$ cat src/rtl/core/osr_pkg.sv
package osr_pkg;

  localparam int unsigned DEPTH   = 4096;
  localparam int unsigned MAX_POP = 64;

  localparam int unsigned ADDR_W  = $clog2(DEPTH);
  localparam int unsigned FILL_W  = $clog2(DEPTH + 1);
  localparam int unsigned OP_W    = 2;
  localparam int unsigned SMP_W   = 16;
  localparam int unsigned MEM_W   = 2 * SMP_W;
  localparam int unsigned ZC_W    = 16;
  localparam int unsigned PC_W    = 7;
  localparam int unsigned LOST_W  = 16;
  localparam int unsigned LVL_W   = 32;
  localparam int unsigned SUM_W   = ((ZC_W > FILL_W) ? ZC_W : FILL_W) + 1;

  typedef enum logic [OP_W-1:0] {
    OP_PUSH  = 2'd0,
    OP_ZEROS = 2'd1,
    OP_POP   = 2'd2,
    OP_CLEAR = 2'd3
  } op_e;

  typedef enum logic [2:0] {
    S_IDLE,
    S_WALK,
    S_RES,
    S_PAD,
    S_RD,
    S_DAT
  } state_e;

  typedef struct packed {
    logic              we;
    logic [ADDR_W-1:0] waddr;
    logic [MEM_W-1:0]  wdata;
    logic              re;
    logic [ADDR_W-1:0] raddr;
  } mem_req_t;

endpackage

$ cat src/rtl/core/osr_if.sv
interface osr_req_if;
  logic                              valid;
  logic                              ready;
  logic [osr_pkg::OP_W-1:0]          opcode;
  logic signed [osr_pkg::SMP_W-1:0]  in_real;
  logic signed [osr_pkg::SMP_W-1:0]  in_imag;
  logic [osr_pkg::ZC_W-1:0]          zero_count;
  logic [osr_pkg::PC_W-1:0]          pop_count;

  modport source (output valid, opcode, in_real, in_imag, zero_count, pop_count,
                  input ready);
  modport sink (input valid, opcode, in_real, in_imag, zero_count, pop_count,
                output ready);
endinterface

interface osr_rsp_if;
  logic                              valid;
  logic                              ready;
  logic signed [osr_pkg::SMP_W-1:0]  out_real;
  logic signed [osr_pkg::SMP_W-1:0]  out_imag;
  logic                              sample_valid;
  logic                              from_padding;
  logic                              last_of_run;
  logic [osr_pkg::LOST_W-1:0]        lost_now;
  logic [osr_pkg::LVL_W-1:0]         level;

  modport source (output valid, out_real, out_imag, sample_valid, from_padding,
                  last_of_run, lost_now, level, input ready);
  modport sink (input valid, out_real, out_imag, sample_valid, from_padding,
                last_of_run, lost_now, level, output ready);
endinterface

$ cat src/rtl/core/osr_ctrl.sv
module osr_ctrl (
  input  logic                      clk_i,
  input  logic                      rst_ni,
  osr_req_if.sink                   req_i,
  osr_rsp_if.source                 rsp_o,
  output osr_pkg::mem_req_t         mem_req_o,
  input  logic [osr_pkg::MEM_W-1:0] rd_data_i
);

  function automatic logic [osr_pkg::ADDR_W-1:0] inc_ptr(
      input logic [osr_pkg::ADDR_W-1:0] ptr);
    return (ptr == osr_pkg::ADDR_W'(osr_pkg::DEPTH - 1)) ? '0 : ptr + 1'b1;
  endfunction

  function automatic logic [osr_pkg::LVL_W-1:0] sat_add(
      input logic [osr_pkg::LVL_W-1:0] a, input logic [osr_pkg::SUM_W-1:0] b);
    logic [osr_pkg::LVL_W:0] s;
    s = {1'b0, a} + (osr_pkg::LVL_W + 1)'(b);
    return s[osr_pkg::LVL_W] ? '1 : s[osr_pkg::LVL_W-1:0];
  endfunction

  osr_pkg::state_e state_q, state_d;

  logic [osr_pkg::ADDR_W-1:0] wp_q, wp_d, rp_q, rp_d;
  logic [osr_pkg::FILL_W-1:0] fill_q, fill_d, cnt_q, cnt_d;
  logic [osr_pkg::LVL_W-1:0]  pend_q, pend_d;
  logic [osr_pkg::PC_W-1:0]   pad_q, pad_d, smp_q, smp_d;
  logic [osr_pkg::LOST_W-1:0] lost_q, lost_d;
  logic                       ovf_q, ovf_d;

  logic                              o_valid_q, o_valid_d;
  logic signed [osr_pkg::SMP_W-1:0]  o_real_q, o_imag_q;
  logic                              o_smp_q, o_pad_q, o_last_q;
  logic [osr_pkg::LOST_W-1:0]        o_lost_q;
  logic [osr_pkg::LVL_W-1:0]         o_level_q;

  logic                              ld;
  logic signed [osr_pkg::SMP_W-1:0]  ld_real, ld_imag;
  logic                              ld_smp, ld_pad, ld_last;
  logic [osr_pkg::LOST_W-1:0]        ld_lost;
  logic [osr_pkg::LVL_W-1:0]         ld_level;

  logic                       out_free, accept, full;
  logic [osr_pkg::FILL_W-1:0] push_fill;
  logic [osr_pkg::LVL_W-1:0]  push_pend, level_now;
  logic [osr_pkg::SUM_W-1:0]  zc_w, excess, zsum, lostz;
  logic [osr_pkg::FILL_W-1:0] zn;
  logic                       zovf;
  logic [osr_pkg::PC_W-1:0]   want, nz, rem, ns;

  assign out_free    = !o_valid_q || rsp_o.ready;
  assign req_i.ready = (state_q == osr_pkg::S_IDLE) && out_free;
  assign accept      = req_i.valid && req_i.ready;
  assign level_now   = sat_add(pend_q, osr_pkg::SUM_W'(fill_q));

  always_comb begin
    full      = (fill_q == osr_pkg::FILL_W'(osr_pkg::DEPTH));
    push_fill = full ? fill_q : fill_q + 1'b1;
    push_pend = sat_add(pend_q, osr_pkg::SUM_W'(full));

    zc_w   = osr_pkg::SUM_W'(req_i.zero_count);
    excess = (zc_w > osr_pkg::SUM_W'(osr_pkg::DEPTH)) ?
             zc_w - osr_pkg::SUM_W'(osr_pkg::DEPTH) : '0;
    zn     = (zc_w > osr_pkg::SUM_W'(osr_pkg::DEPTH)) ?
             osr_pkg::FILL_W'(osr_pkg::DEPTH) : osr_pkg::FILL_W'(zc_w);
    zsum   = osr_pkg::SUM_W'(fill_q) + osr_pkg::SUM_W'(zn);
    zovf   = (zsum > osr_pkg::SUM_W'(osr_pkg::DEPTH));
    lostz  = excess + (zovf ? zsum - osr_pkg::SUM_W'(osr_pkg::DEPTH) : '0);

    want = (req_i.pop_count > osr_pkg::PC_W'(osr_pkg::MAX_POP)) ?
           osr_pkg::PC_W'(osr_pkg::MAX_POP) : req_i.pop_count;
    nz   = (pend_q < osr_pkg::LVL_W'(want)) ? osr_pkg::PC_W'(pend_q) : want;
    rem  = want - nz;
    ns   = (osr_pkg::SUM_W'(fill_q) < osr_pkg::SUM_W'(rem)) ?
           osr_pkg::PC_W'(fill_q) : rem;
  end

  always_comb begin
    state_d  = state_q;
    wp_d     = wp_q;
    rp_d     = rp_q;
    fill_d   = fill_q;
    pend_d   = pend_q;
    cnt_d    = cnt_q;
    pad_d    = pad_q;
    smp_d    = smp_q;
    lost_d   = lost_q;
    ovf_d    = ovf_q;
    ld       = 1'b0;
    ld_real  = '0;
    ld_imag  = '0;
    ld_smp   = 1'b0;
    ld_pad   = 1'b0;
    ld_last  = 1'b1;
    ld_lost  = '0;
    ld_level = level_now;
    mem_req_o = '0;

    unique case (state_q)
      osr_pkg::S_IDLE: begin
        if (accept) begin
          unique case (osr_pkg::op_e'(req_i.opcode))
            osr_pkg::OP_PUSH: begin
              mem_req_o.we    = 1'b1;
              mem_req_o.waddr = wp_q;
              mem_req_o.wdata = {req_i.in_imag, req_i.in_real};
              wp_d            = inc_ptr(wp_q);
              if (full) begin
                rp_d = inc_ptr(rp_q);
              end
              fill_d   = push_fill;
              pend_d   = push_pend;
              ld       = 1'b1;
              ld_lost  = osr_pkg::LOST_W'(full);
              ld_level = sat_add(push_pend, osr_pkg::SUM_W'(push_fill));
            end
            osr_pkg::OP_ZEROS: begin
              lost_d = (lostz > osr_pkg::SUM_W'({osr_pkg::LOST_W{1'b1}})) ?
                       '1 : osr_pkg::LOST_W'(lostz);
              ovf_d  = zovf;
              cnt_d  = zn;
              fill_d = zovf ? osr_pkg::FILL_W'(osr_pkg::DEPTH) : osr_pkg::FILL_W'(zsum);
              pend_d = sat_add(pend_q, lostz);
              state_d = (zn == '0) ? osr_pkg::S_RES : osr_pkg::S_WALK;
            end
            osr_pkg::OP_POP: begin
              pend_d = pend_q - osr_pkg::LVL_W'(nz);
              fill_d = fill_q - osr_pkg::FILL_W'(ns);
              pad_d  = nz;
              smp_d  = ns;
              lost_d = '0;
              if (nz != '0) begin
                state_d = osr_pkg::S_PAD;
              end else if (ns != '0) begin
                state_d = osr_pkg::S_RD;
              end else begin
                state_d = osr_pkg::S_RES;
              end
            end
            osr_pkg::OP_CLEAR: begin
              wp_d     = '0;
              rp_d     = '0;
              fill_d   = '0;
              pend_d   = '0;
              ld       = 1'b1;
              ld_level = '0;
            end
          endcase
        end
      end
      osr_pkg::S_WALK: begin
        mem_req_o.we    = 1'b1;
        mem_req_o.waddr = wp_q;
        wp_d            = inc_ptr(wp_q);
        cnt_d           = cnt_q - 1'b1;
        if (cnt_q == osr_pkg::FILL_W'(1)) begin
          if (ovf_q) begin
            rp_d = inc_ptr(wp_q);
          end
          state_d = osr_pkg::S_RES;
        end
      end
      osr_pkg::S_RES: begin
        if (out_free) begin
          ld      = 1'b1;
          ld_lost = lost_q;
          state_d = osr_pkg::S_IDLE;
        end
      end
      osr_pkg::S_PAD: begin
        if (out_free) begin
          ld      = 1'b1;
          ld_smp  = 1'b1;
          ld_pad  = 1'b1;
          ld_last = (pad_q == osr_pkg::PC_W'(1)) && (smp_q == '0);
          pad_d   = pad_q - 1'b1;
          if (pad_q == osr_pkg::PC_W'(1)) begin
            state_d = (smp_q != '0) ? osr_pkg::S_RD : osr_pkg::S_IDLE;
          end
        end
      end
      osr_pkg::S_RD: begin
        mem_req_o.re    = 1'b1;
        mem_req_o.raddr = rp_q;
        rp_d            = inc_ptr(rp_q);
        state_d         = osr_pkg::S_DAT;
      end
      osr_pkg::S_DAT: begin
        if (out_free) begin
          ld      = 1'b1;
          ld_smp  = 1'b1;
          ld_real = $signed(rd_data_i[osr_pkg::SMP_W-1:0]);
          ld_imag = $signed(rd_data_i[osr_pkg::MEM_W-1:osr_pkg::SMP_W]);
          ld_last = (smp_q == osr_pkg::PC_W'(1));
          smp_d   = smp_q - 1'b1;
          if (smp_q == osr_pkg::PC_W'(1)) begin
            state_d = osr_pkg::S_IDLE;
          end else begin
            mem_req_o.re    = 1'b1;
            mem_req_o.raddr = rp_q;
            rp_d            = inc_ptr(rp_q);
          end
        end
      end
      default: begin
        state_d = osr_pkg::S_IDLE;
      end
    endcase

    o_valid_d = ld ? 1'b1 : (o_valid_q && !rsp_o.ready);
  end

  always_ff @(posedge clk_i or negedge rst_ni) begin
    if (!rst_ni) begin
      state_q   <= osr_pkg::S_IDLE;
      wp_q      <= '0;
      rp_q      <= '0;
      fill_q    <= '0;
      pend_q    <= '0;
      o_valid_q <= 1'b0;
    end else begin
      state_q   <= state_d;
      wp_q      <= wp_d;
      rp_q      <= rp_d;
      fill_q    <= fill_d;
      pend_q    <= pend_d;
      o_valid_q <= o_valid_d;
    end
  end

  always_ff @(posedge clk_i) begin
    cnt_q  <= cnt_d;
    pad_q  <= pad_d;
    smp_q  <= smp_d;
    lost_q <= lost_d;
    ovf_q  <= ovf_d;
    if (ld) begin
      o_real_q  <= ld_real;
      o_imag_q  <= ld_imag;
      o_smp_q   <= ld_smp;
      o_pad_q   <= ld_pad;
      o_last_q  <= ld_last;
      o_lost_q  <= ld_lost;
      o_level_q <= ld_level;
    end
  end

  assign rsp_o.valid        = o_valid_q;
  assign rsp_o.out_real     = o_real_q;
  assign rsp_o.out_imag     = o_imag_q;
  assign rsp_o.sample_valid = o_smp_q;
  assign rsp_o.from_padding = o_pad_q;
  assign rsp_o.last_of_run  = o_last_q;
  assign rsp_o.lost_now     = o_lost_q;
  assign rsp_o.level        = o_level_q;

endmodule

$ cat src/flat_wrapper.sv
// flat-port wrapper written by rule: the top's interface ports become plain ports
module osr_ctrl_flat 
  (clk_i, rst_ni, mem_req_o, rd_data_i, req_i_valid, req_i_opcode, req_i_in_real, req_i_in_imag, req_i_zero_count, req_i_pop_count, req_i_ready, rsp_o_valid, rsp_o_out_real, rsp_o_out_imag, rsp_o_sample_valid, rsp_o_from_padding, rsp_o_last_of_run, rsp_o_lost_now, rsp_o_level, rsp_o_ready);
  osr_req_if req_i_i ();
  osr_rsp_if rsp_o_i ();
  input  logic clk_i;
  input  logic rst_ni;
  output osr_pkg::mem_req_t mem_req_o;
  input  logic [osr_pkg::MEM_W-1:0] rd_data_i;
  input wire logic [$bits(req_i_i.valid)-1:0] req_i_valid;
  input wire logic [$bits(req_i_i.opcode)-1:0] req_i_opcode;
  input wire logic [$bits(req_i_i.in_real)-1:0] req_i_in_real;
  input wire logic [$bits(req_i_i.in_imag)-1:0] req_i_in_imag;
  input wire logic [$bits(req_i_i.zero_count)-1:0] req_i_zero_count;
  input wire logic [$bits(req_i_i.pop_count)-1:0] req_i_pop_count;
  output wire logic [$bits(req_i_i.ready)-1:0] req_i_ready;
  output wire logic [$bits(rsp_o_i.valid)-1:0] rsp_o_valid;
  output wire logic [$bits(rsp_o_i.out_real)-1:0] rsp_o_out_real;
  output wire logic [$bits(rsp_o_i.out_imag)-1:0] rsp_o_out_imag;
  output wire logic [$bits(rsp_o_i.sample_valid)-1:0] rsp_o_sample_valid;
  output wire logic [$bits(rsp_o_i.from_padding)-1:0] rsp_o_from_padding;
  output wire logic [$bits(rsp_o_i.last_of_run)-1:0] rsp_o_last_of_run;
  output wire logic [$bits(rsp_o_i.lost_now)-1:0] rsp_o_lost_now;
  output wire logic [$bits(rsp_o_i.level)-1:0] rsp_o_level;
  input wire logic [$bits(rsp_o_i.ready)-1:0] rsp_o_ready;
  assign req_i_i.valid = req_i_valid;
  assign req_i_i.opcode = req_i_opcode;
  assign req_i_i.in_real = req_i_in_real;
  assign req_i_i.in_imag = req_i_in_imag;
  assign req_i_i.zero_count = req_i_zero_count;
  assign req_i_i.pop_count = req_i_pop_count;
  assign req_i_ready = req_i_i.ready;
  assign rsp_o_valid = rsp_o_i.valid;
  assign rsp_o_out_real = rsp_o_i.out_real;
  assign rsp_o_out_imag = rsp_o_i.out_imag;
  assign rsp_o_sample_valid = rsp_o_i.sample_valid;
  assign rsp_o_from_padding = rsp_o_i.from_padding;
  assign rsp_o_last_of_run = rsp_o_i.last_of_run;
  assign rsp_o_lost_now = rsp_o_i.lost_now;
  assign rsp_o_level = rsp_o_i.level;
  assign rsp_o_i.ready = rsp_o_ready;
  osr_ctrl u_core (.clk_i(clk_i), .rst_ni(rst_ni), .req_i(req_i_i), .rsp_o(rsp_o_i), .mem_req_o(mem_req_o), .rd_data_i(rd_data_i));
endmodule
$ cat config.mk
export PLATFORM = sky130hd
export DESIGN_NAME = osr_ctrl_flat
export DESIGN_NICKNAME = d
export VERILOG_FILES = /design/src/rtl/core/osr_pkg.sv /design/src/rtl/core/osr_if.sv /design/src/rtl/core/osr_ctrl.sv /design/src/flat_wrapper.sv
export SDC_FILE = /design/constraint.sdc
export NUM_CORES = 1
export LEC_CHECK = 0
export BUFFER_PORTS_ARGS = -buffer_cell sky130_fd_sc_hd__buf_4
export CORE_MARGIN = 8
export CORE_UTILIZATION = 30
export CTS_BUF_LIST = sky130_fd_sc_hd__clkbuf_8 sky130_fd_sc_hd__clkbuf_16
export CTS_CLUSTER_SIZE = 12
export DETAILED_ROUTE_END_ITERATION = 12
export HOLD_SLACK_MARGIN = 0.15
export PLACE_DENSITY = 0.58
export SLEW_MARGIN = 25
export SYNTH_ARGS = -nofsm -noshare
export SYNTH_HDL_FRONTEND = slang
export SYNTH_SLANG_ARGS = --single-unit
$ cat constraint.sdc
create_clock -name clk_i -period 7.65 [get_ports clk_i]
set_input_delay 1.53 -clock clk_i [delete_from_list [all_inputs] [get_ports clk_i]]
set_output_delay 1.53 -clock clk_i [all_outputs]
set_load 0.01 [all_outputs]
==> out/metrics.csv, run 1 <==
stage;metric;value;unit
run_status;status;complete, but fails checks;
run_status;violations;negative setup slack;
power_and_ir_drop;p_sw;4.613;mW
min_path;min_path_type;register to register;
yosys;syn_inst;2202;
power_and_ir_drop;intPower;5.370;mW
detailed_routing;drt-total-wl;72120;um
cts;root_buffer;clkbuf_16;
cts;cts.sinks;200;
yosys;synth_seq_cells;200;
yosys;yosysWarningCount;0;
setup_path;cp-start-kind;input pin;
floorplanning;dieHeight;262.6;um
yosys;yosysMostFrequentCell;nand2_1;
floorplanning;coreArea;0.06025;mm2
power_and_ir_drop;power;9.982;mW
setup_path;crit_required;8.04;ns
setup_path;r2r-start;u_core.pend_q[22];
grt;overflow;0;
cts;cts_tree;built;
sta;finalHoldViolations;0;
yosys;synth_top_area_share;20.90;%
grt;antenna_found_initial;1;
power_and_ir_drop;swShare;46.21;%
placed_design;dp_cells;3416;
cts;clock_path_buffers;2;
yosys;synth_top_area_cell;edfxtp_1;
power_and_ir_drop;leakage;10.92;nW
detailed_routing;antenna_left;0;
yosys;avgSynthCellArea;8.286;um2
sta;holdWs;0.5216;ns
cts;ctsHoldBuffers;0;
cts;clk_latency;0.50;ns
cts;cts_buffers;17;
power_and_ir_drop;ir_drop;0.2832;mV
yosys;synth_cell_types;93;
sta;min_period_over_period;114.0;%
floorplanning;die_area;0.06896;mm2
sta;drv_slew;0;
grt;grt.total_usage;20.17;%
setup_path;endpoint_kind;register;
yosys;ys_top_cells_by_area;edfxtp_1, dfrtp_1, ha_1;
power_and_ir_drop;pwr-share-clk;9.4;%
setup_path;critPathMaxStageDelay;0.53;ns
floorplanning;die_w;262.6;um
power_and_ir_drop;power_density;396.9;mW/mm2
yosys;synth_area;0.01824;mm2
setup_path;r2r_end;u_core.fill_q[9];
placed_design;gp_congestion;0.9443;
setup_path;r2r_slack;-0.04;ns
yosys;synth-main-ff-cell;edfxtp_1;
layout;drive_gt1_share;31.37;%
sta;tightest_slew;0.9534;ns
grt;grt_pass1_vias;19220;
layout;final_cell_count_no_fill;3515;
detailed_routing;wl_per_cell;20.52;um
floorplanning;start_util;30.28;%
grt;grt_start_max_net_pins;74;
setup_path;crit_fanout;7;
cts;clkTransAtPathRegs;0.08;ns
yosys;async_flop_share;36.50;%
sta;min_period;8.719;ns
layout;nFillCells;5883;
cts;cts_htree_levels;4;
layout;multi_input_area;0.01275;mm2
layout;area_delta_synth_final;37.85;%
layout;nets;2933;
detailed_routing;drt_iter0_markers;1504;
detailed_routing;drc;0;
grt;grt_pass1_wl;111000;um
min_path;hp-start;u_core.lost_q[4];
power_and_ir_drop;pwr-share-comb;70.5;%
detailed_routing;via_per_inst;5.474;
min_path;min_to;u_core.rsp_o.lost_now[4];
min_path;whs_path_depth;1;
layout;regArea;0.005640;mm2
yosys;netlist_top_cells_count;nand2_1, nor2_1, a21oi_1;
flow_run;maxCapViolCount;0;
sta;rsz0062_at_grt;true;
setup_path;crit_slowest_cell;or4_4;
yosys;yosysSeqAreaShare;30.91;%
floorplanning;ios;236;
setup_path;r2r_cells;33;
power_and_ir_drop;power_frac_seq;20.1;%
sta;setup_viol;35;
placed_design;dpl.hpwl;55860;um
floorplanning;core.rowCount;90;
setup_path;cp_data_arrival_time;9.11;ns
sta;max_slew_margin;36.44;%
detailed_routing;dr.pass1.iters;11;
sta;skew;0.01950;ns
sta;fin_ws;-1.069;ns
detailed_routing;vias;19240;
placed_design;port_buffers;235;
setup_path;path_class;input pin to register;
sta;fmax;114.7;MHz
yosys;synth_edf_count;127;
==> cells by family after synthesis <==
kind of cell | Yosys count | share of synthesized area, %
compound gates | 592 | 21.31
xor+xnor | 180 | 8.641
fa+ha+maj | 124 | 8.751
buf+inv | 229 | 4.766
flops | 200 | 30.91
mux | 20 | 1.131
other cells | 1 | 0.02055
simple gates | 856 | 24.46
==> worst max-delay path by stage <==
stage | startpoint | endpoint | slack, ns
after global routing | req_i_zero_count[0] | u_core.pend_q[24] | -1.44
final | req_i_zero_count[0] | u_core.pend_q[24] | -1.07
after floorplan | req_i_zero_count[8] | u_core.pend_q[24] | -1.30
after detailed placement | req_i_zero_count[0] | u_core.pend_q[24] | -1.90
after global placement | req_i_zero_count[0] | u_core.pend_q[24] | -1.65
after CTS | req_i_zero_count[0] | u_core.pend_q[24] | -1.09
==> layout make-up <==
cell class	count	share of cell area, %
multi-input cells	1774	50.71
inverters	101	1.557
clock inverters	13	0.4975
diodes	1	0.009950
well taps	782	3.890
clock buffers	19	1.801
repair buffers	625	19.10
flip-flops and latches	200	22.43
==> flip-flops by register name (all words and copies together) (netlist names), 13 cells and up <==
name / flops
u_core.cnt_q: 13
u_core.fill_q: 13
u_core.lost_q: 16
u_core.pend_q: 32
u_core.rsp_o.level: 32
u_core.rsp_o.lost_now: 16
u_core.rsp_o.out_imag: 16
u_core.rsp_o.out_real: 16
==> power by group through the flow <==
stage               Clock (mW)  Sequential [mW]  Combinational (mW)
floorplan                    0             2.11                3.62
global placement             0             2.02                6.30
detailed placement           0             2.02                6.39
CTS                      0.966             2.01                6.74
global route             0.993             2.05                7.64
finish                   0.937             2.00                7.04
==> worst max-delay path: cells and delay by family <==
kind / cells / cell delay [ns]
multiplexers: 1 / 0.29
buffers and inverters: 4 / 0.41
AND/OR/NAND/NOR: 14 / 2.52
adder cells (fa/ha/maj): 4 / 0.94
AO/OA/AOI/OAI: 16 / 3.13
XOR/XNOR: 2 / 0.30
==> through the flow <==
| stage | setup TNS [ns] | setup slack, ns | area, um2 | util, % |
|---|---|---|---|---|
| 2_1_floorplan | -33.43 | -1.303 | 18700 | - |
| 3_3_place_gp | -56.99 | -1.646 | 23340 | 38.75 |
| 3_5_place_dp | -66.21 | -1.899 | 23370 | 38.79 |
| 4_1_cts | -29.41 | -1.091 | 24700 | 41.01 |
| 5_1_grt | -43.88 | -1.436 | 25150 | 41.74 |
| 6_report | -29.94 | -1.069 | 25150 | 41.75 |
==> layout by cell type (no fill, tap or decap), types with 18 or more instances in the layout <==
cell,count
edfxtp_1,127
buf_4,605
and3_1,69
xnor2_1,107
o21ai_0,92
and2_1,90
a21o_1,26
nor2b_1,34
o21a_1,18
nor2_1,163
o21bai_1,18
a21oi_1,134
nand2_1,182
nand4_1,35
a31oi_1,32
o21ai_1,26
xor2_1,69
nor3_1,38
ha_1,94
dfrtp_1,73
a22o_1,18
a221oi_1,20
inv_1,90
nor4_1,20
nand3_1,75
==> metal layers <==
metal	GRT usage, %	wire length (um)
met4	7.500	2480
met5	0	0
met2	35.31	35610
met3	2.881	3464
met1	24.94	30570
==> what timing repair did <==
action | CTS | global route
pin swaps | 53 | 55
gates resized for setup | 87 | 62
buffers inserted | 54 | 16
setup endpoints to repair | 35 | 54
hold endpoints to repair | 0 | 0
Note: power is estimated with default switching activity, not from simulation.
==> run 2, diff against run 1 <==
- PLACE_DENSITY: 0.58 -> 0.56
- TNS_END_PERCENT: default -> 20
- clock period: 7.65 -> 10.5 ns (I/O delays scaled with it)
==> run 2 against run 1 <==
Effect of this change:
- the flow now finishes without violations
- combinational power is 45% lower
- sequential cell count did not move
- clock skew increased by 0.0024 ns
==> out/metrics.csv, run 2 (synthesis gave the netlist of run 1 again) <==
stage;metric;value;unit;change
run_status;status;finished, final reports clean;;
setup_path;cp-start-kind;input pin;;
setup_path;r2r_end;u_core.fill_q[9];;
cts;clock_path_buffers;2;;unchanged
sta;tns;0;ns;+29.94 ns
sta;min_period;10.01;ns;
grt;antenna_found_initial;0;;-1
flow_run;maxCapViolCount;0;;unchanged
placed_design;gp_congestion;0.9132;;-3.3%
power_and_ir_drop;pwr-share-clk;11.6;%;+2.2 points
sta;drv_slew;0;;unchanged
setup_path;critPathMaxStageDelay;0.57;ns;+0.04 ns
power_and_ir_drop;swShare;48.38;%;+2.2 points
sta;fmax;99.90;MHz;
power_and_ir_drop;p_sw;3.008;mW;-35%
grt;grt_start_max_net_pins;73;;-1.4%
power_and_ir_drop;leakage;9.339;nW;-14%
grt;grt.total_usage;19.20;%;-0.97 points
setup_path;r2r_slack;1.82;ns;+1.86 ns
placed_design;dpl.hpwl;52650;um;-5.7%
floorplanning;start_util;30.28;%;unchanged
layout;area_delta_synth_final;21.06;%;
grt;grt_pass1_vias;17460;;-9.2%
power_and_ir_drop;power_frac_seq;26.3;%;+6.2 points
detailed_routing;via_per_inst;5.610;;+2.5%
sta;finalHoldViolations;0;;unchanged
power_and_ir_drop;pwr-share-comb;62.1;%;-8.4 points
floorplanning;core.rowCount;90;;unchanged
layout;nets;2660;;-9.3%
floorplanning;die_area;0.06896;mm2;unchanged
setup_path;cpMostUsedCell;buf_4;;
setup_path;path_class;input pin to register;;
setup_path;crit_required;10.90;ns;+2.86 ns
power_and_ir_drop;ir_drop;0.1687;mV;-40%
layout;final_util;36.66;%;-5.1 points
layout;design_area;0.02209;mm2;-12%
grt;grt_pass1_wl;104700;um;-5.6%
detailed_routing;antenna_left;0;;unchanged
setup_path;r2r-start;u_core.pend_q[20];;
sta;rsz0062_at_grt;false;;
sta;min_period_over_period;95.33;%;
setup_path;startpoint;req_i_zero_count[4];;
sta;max_slew_margin;29.70;%;-6.7 points
detailed_routing;drt_iter0_markers;1762;;+17%
min_path;min_path_type;register to register;;
detailed_routing;dr.pass1.iters;8;;-3
layout;nFillCells;6238;;+6.0%
cts;cts_htree_levels;4;;unchanged
sta;setup_viol;0;;-100%
detailed_routing;wl_per_cell;21.18;um;+3.2%
detailed_routing;drc;0;;unchanged
cts;clkTransAtPathRegs;0.08;ns;about the same
sta;tightest_slew;1.045;ns;+0.09154 ns
setup_path;crit_fanout;9;;+2
cts;cts_buffers;17;;unchanged
detailed_routing;drt-total-wl;68660;um;-4.8%
cts;root_buffer;clkbuf_16;;
detailed_routing;vias;18190;;-5.5%
cts;clk_latency;0.52;ns;+0.02 ns
floorplanning;die_w;262.6;um;unchanged
setup_path;worstSetupEndpoint;u_core.pend_q[24];;
grt;overflow;0;;unchanged
placed_design;port_buffers;235;;unchanged
layout;final_common_cell;buf_4;;
cts;cts_tree;built;;
setup_path;r2r_cells;34;;+3.0%
layout;final_cell_mix;buf_4, nand2_1, nor2_1;;
floorplanning;ios;236;;unchanged
power_and_ir_drop;power_density;281.6;mW/mm2;-29%
setup_path;endpoint_kind;register;;
placed_design;placed_area;0.02143;mm2;-8.3%
power_and_ir_drop;intPower;3.211;mW;-40%
setup_path;cp_data_arrival_time;10.41;ns;+1.30 ns
layout;drive_gt1_share;17.77;%;-14 points
setup_path;crit_slowest_cell;or4_1;;
cts;cts.sinks;200;;unchanged
floorplanning;coreArea;0.06025;mm2;unchanged
floorplanning;dieHeight;262.6;um;unchanged
sta;skew;0.02188;ns;+0.002375 ns
==> run 2: changes by cell type in the layout (fill, tap and decap cells not counted), moves of 8 or more <==
cell     previous run  this run
a21oi_1           134       147
o21ai_2            17         1
inv_1              90       101
o21ai_0            92       128
nand2_2             9         0
buf_4             605       351
o21ai_1            26        10
nand2_1           182       196
ha_1               94       112
a21oi_2            15         2
ha_4               17         0
buf_6              16         1
inv_4               9         1
==> run 2: metal layers <==
layer / wire length (um) / part of all wire [%] / vias to the layer above / GRT usage, %
met4: 1975 / 2.9 / 0 / 7.095
met2: 32390 / 47 / 676 / 31.57
li1: - / - / 8562 / -
met5: 0 / 0 / - / 0
met3: 3891 / 5.7 / 102 / 2.937
met1: 30400 / 44 / 8847 / 25.29
==> run 2: worst min path at each step <==
stage | startpoint | end | slack, ns | cells past startpoint
after floorplan | u_core.rp_q[1] | u_core.rp_q[1] | 0.50 | 1
after global placement | u_core.lost_q[15] | u_core.rsp_o.lost_now[15] | 0.51 | 1
after detailed placement | u_core.lost_q[8] | u_core.rsp_o.lost_now[8] | 0.50 | 1
after CTS | u_core.lost_q[8] | u_core.rsp_o.lost_now[8] | 0.52 | 1
after global routing | u_core.lost_q[8] | u_core.rsp_o.lost_now[8] | 0.55 | 1
final | u_core.lost_q[8] | u_core.rsp_o.lost_now[8] | 0.52 | 1
==> run 2: final cells by class <==
class	count	area (um2)	share of cell area [%]
antenna	1	2.502	0.01133
clock buffer	20	478.0	2.164
clock inverter	12	127.6	0.5778
inverter	101	379.1	1.716
multi-input combinational	1774	11840	53.58
sequential	200	5640	25.54
tap	782	978.4	4.430
timing repair buffer	352	2646	11.98
==> run 2: timing repair <==
item	in CTS	in global routing
setup buffers	0	1
endpoints found under the setup margin	0	32
gates resized for setup	0	11
endpoints found under the hold margin	0	0
hold buffers	0	0
==> run 2: per-stage QoR <==
stage | setup WS (ns) | power [mW] | instances | hold slack, ns
after CTS | 0.01820 | 6.204 | 3240 | 0.5218
final | 0.4900 | 6.219 | 3242 | 0.5201
after global routing | 0.01630 | 6.664 | 3241 | 0.5457
after global placement | -0.4012 | 5.401 | 3208 | 0.5052
after floorplan | 0.06188 | 4.028 | 2203 | 0.4956
after detailed placement | -0.4985 | 5.449 | 3208 | 0.5035
==> run 2: power by group through the flow <==
stage	Combinational, mW	Clock [mW]	Sequential (mW)
after global routing	4.23	0.764	1.67
after detailed placement	3.81	0	1.64
after floorplan	2.50	0	1.53
final	3.86	0.723	1.63
after global placement	3.77	0	1.63
after CTS	3.84	0.741	1.63
==> run 2: worst max-delay path, delay by kind of cell <==
| family | cells | cell delay [ns] |
|---|---|---|
| AOI/OAI and AO/OA | 16 | 3.09 |
| and+or+nand+nor | 11 | 2.75 |
| adders and majority gates | 4 | 1.15 |
| buffers and inverters | 5 | 0.68 |
| xor gates and xnor gates | 2 | 0.35 |
| muxes | 1 | 0.27 |
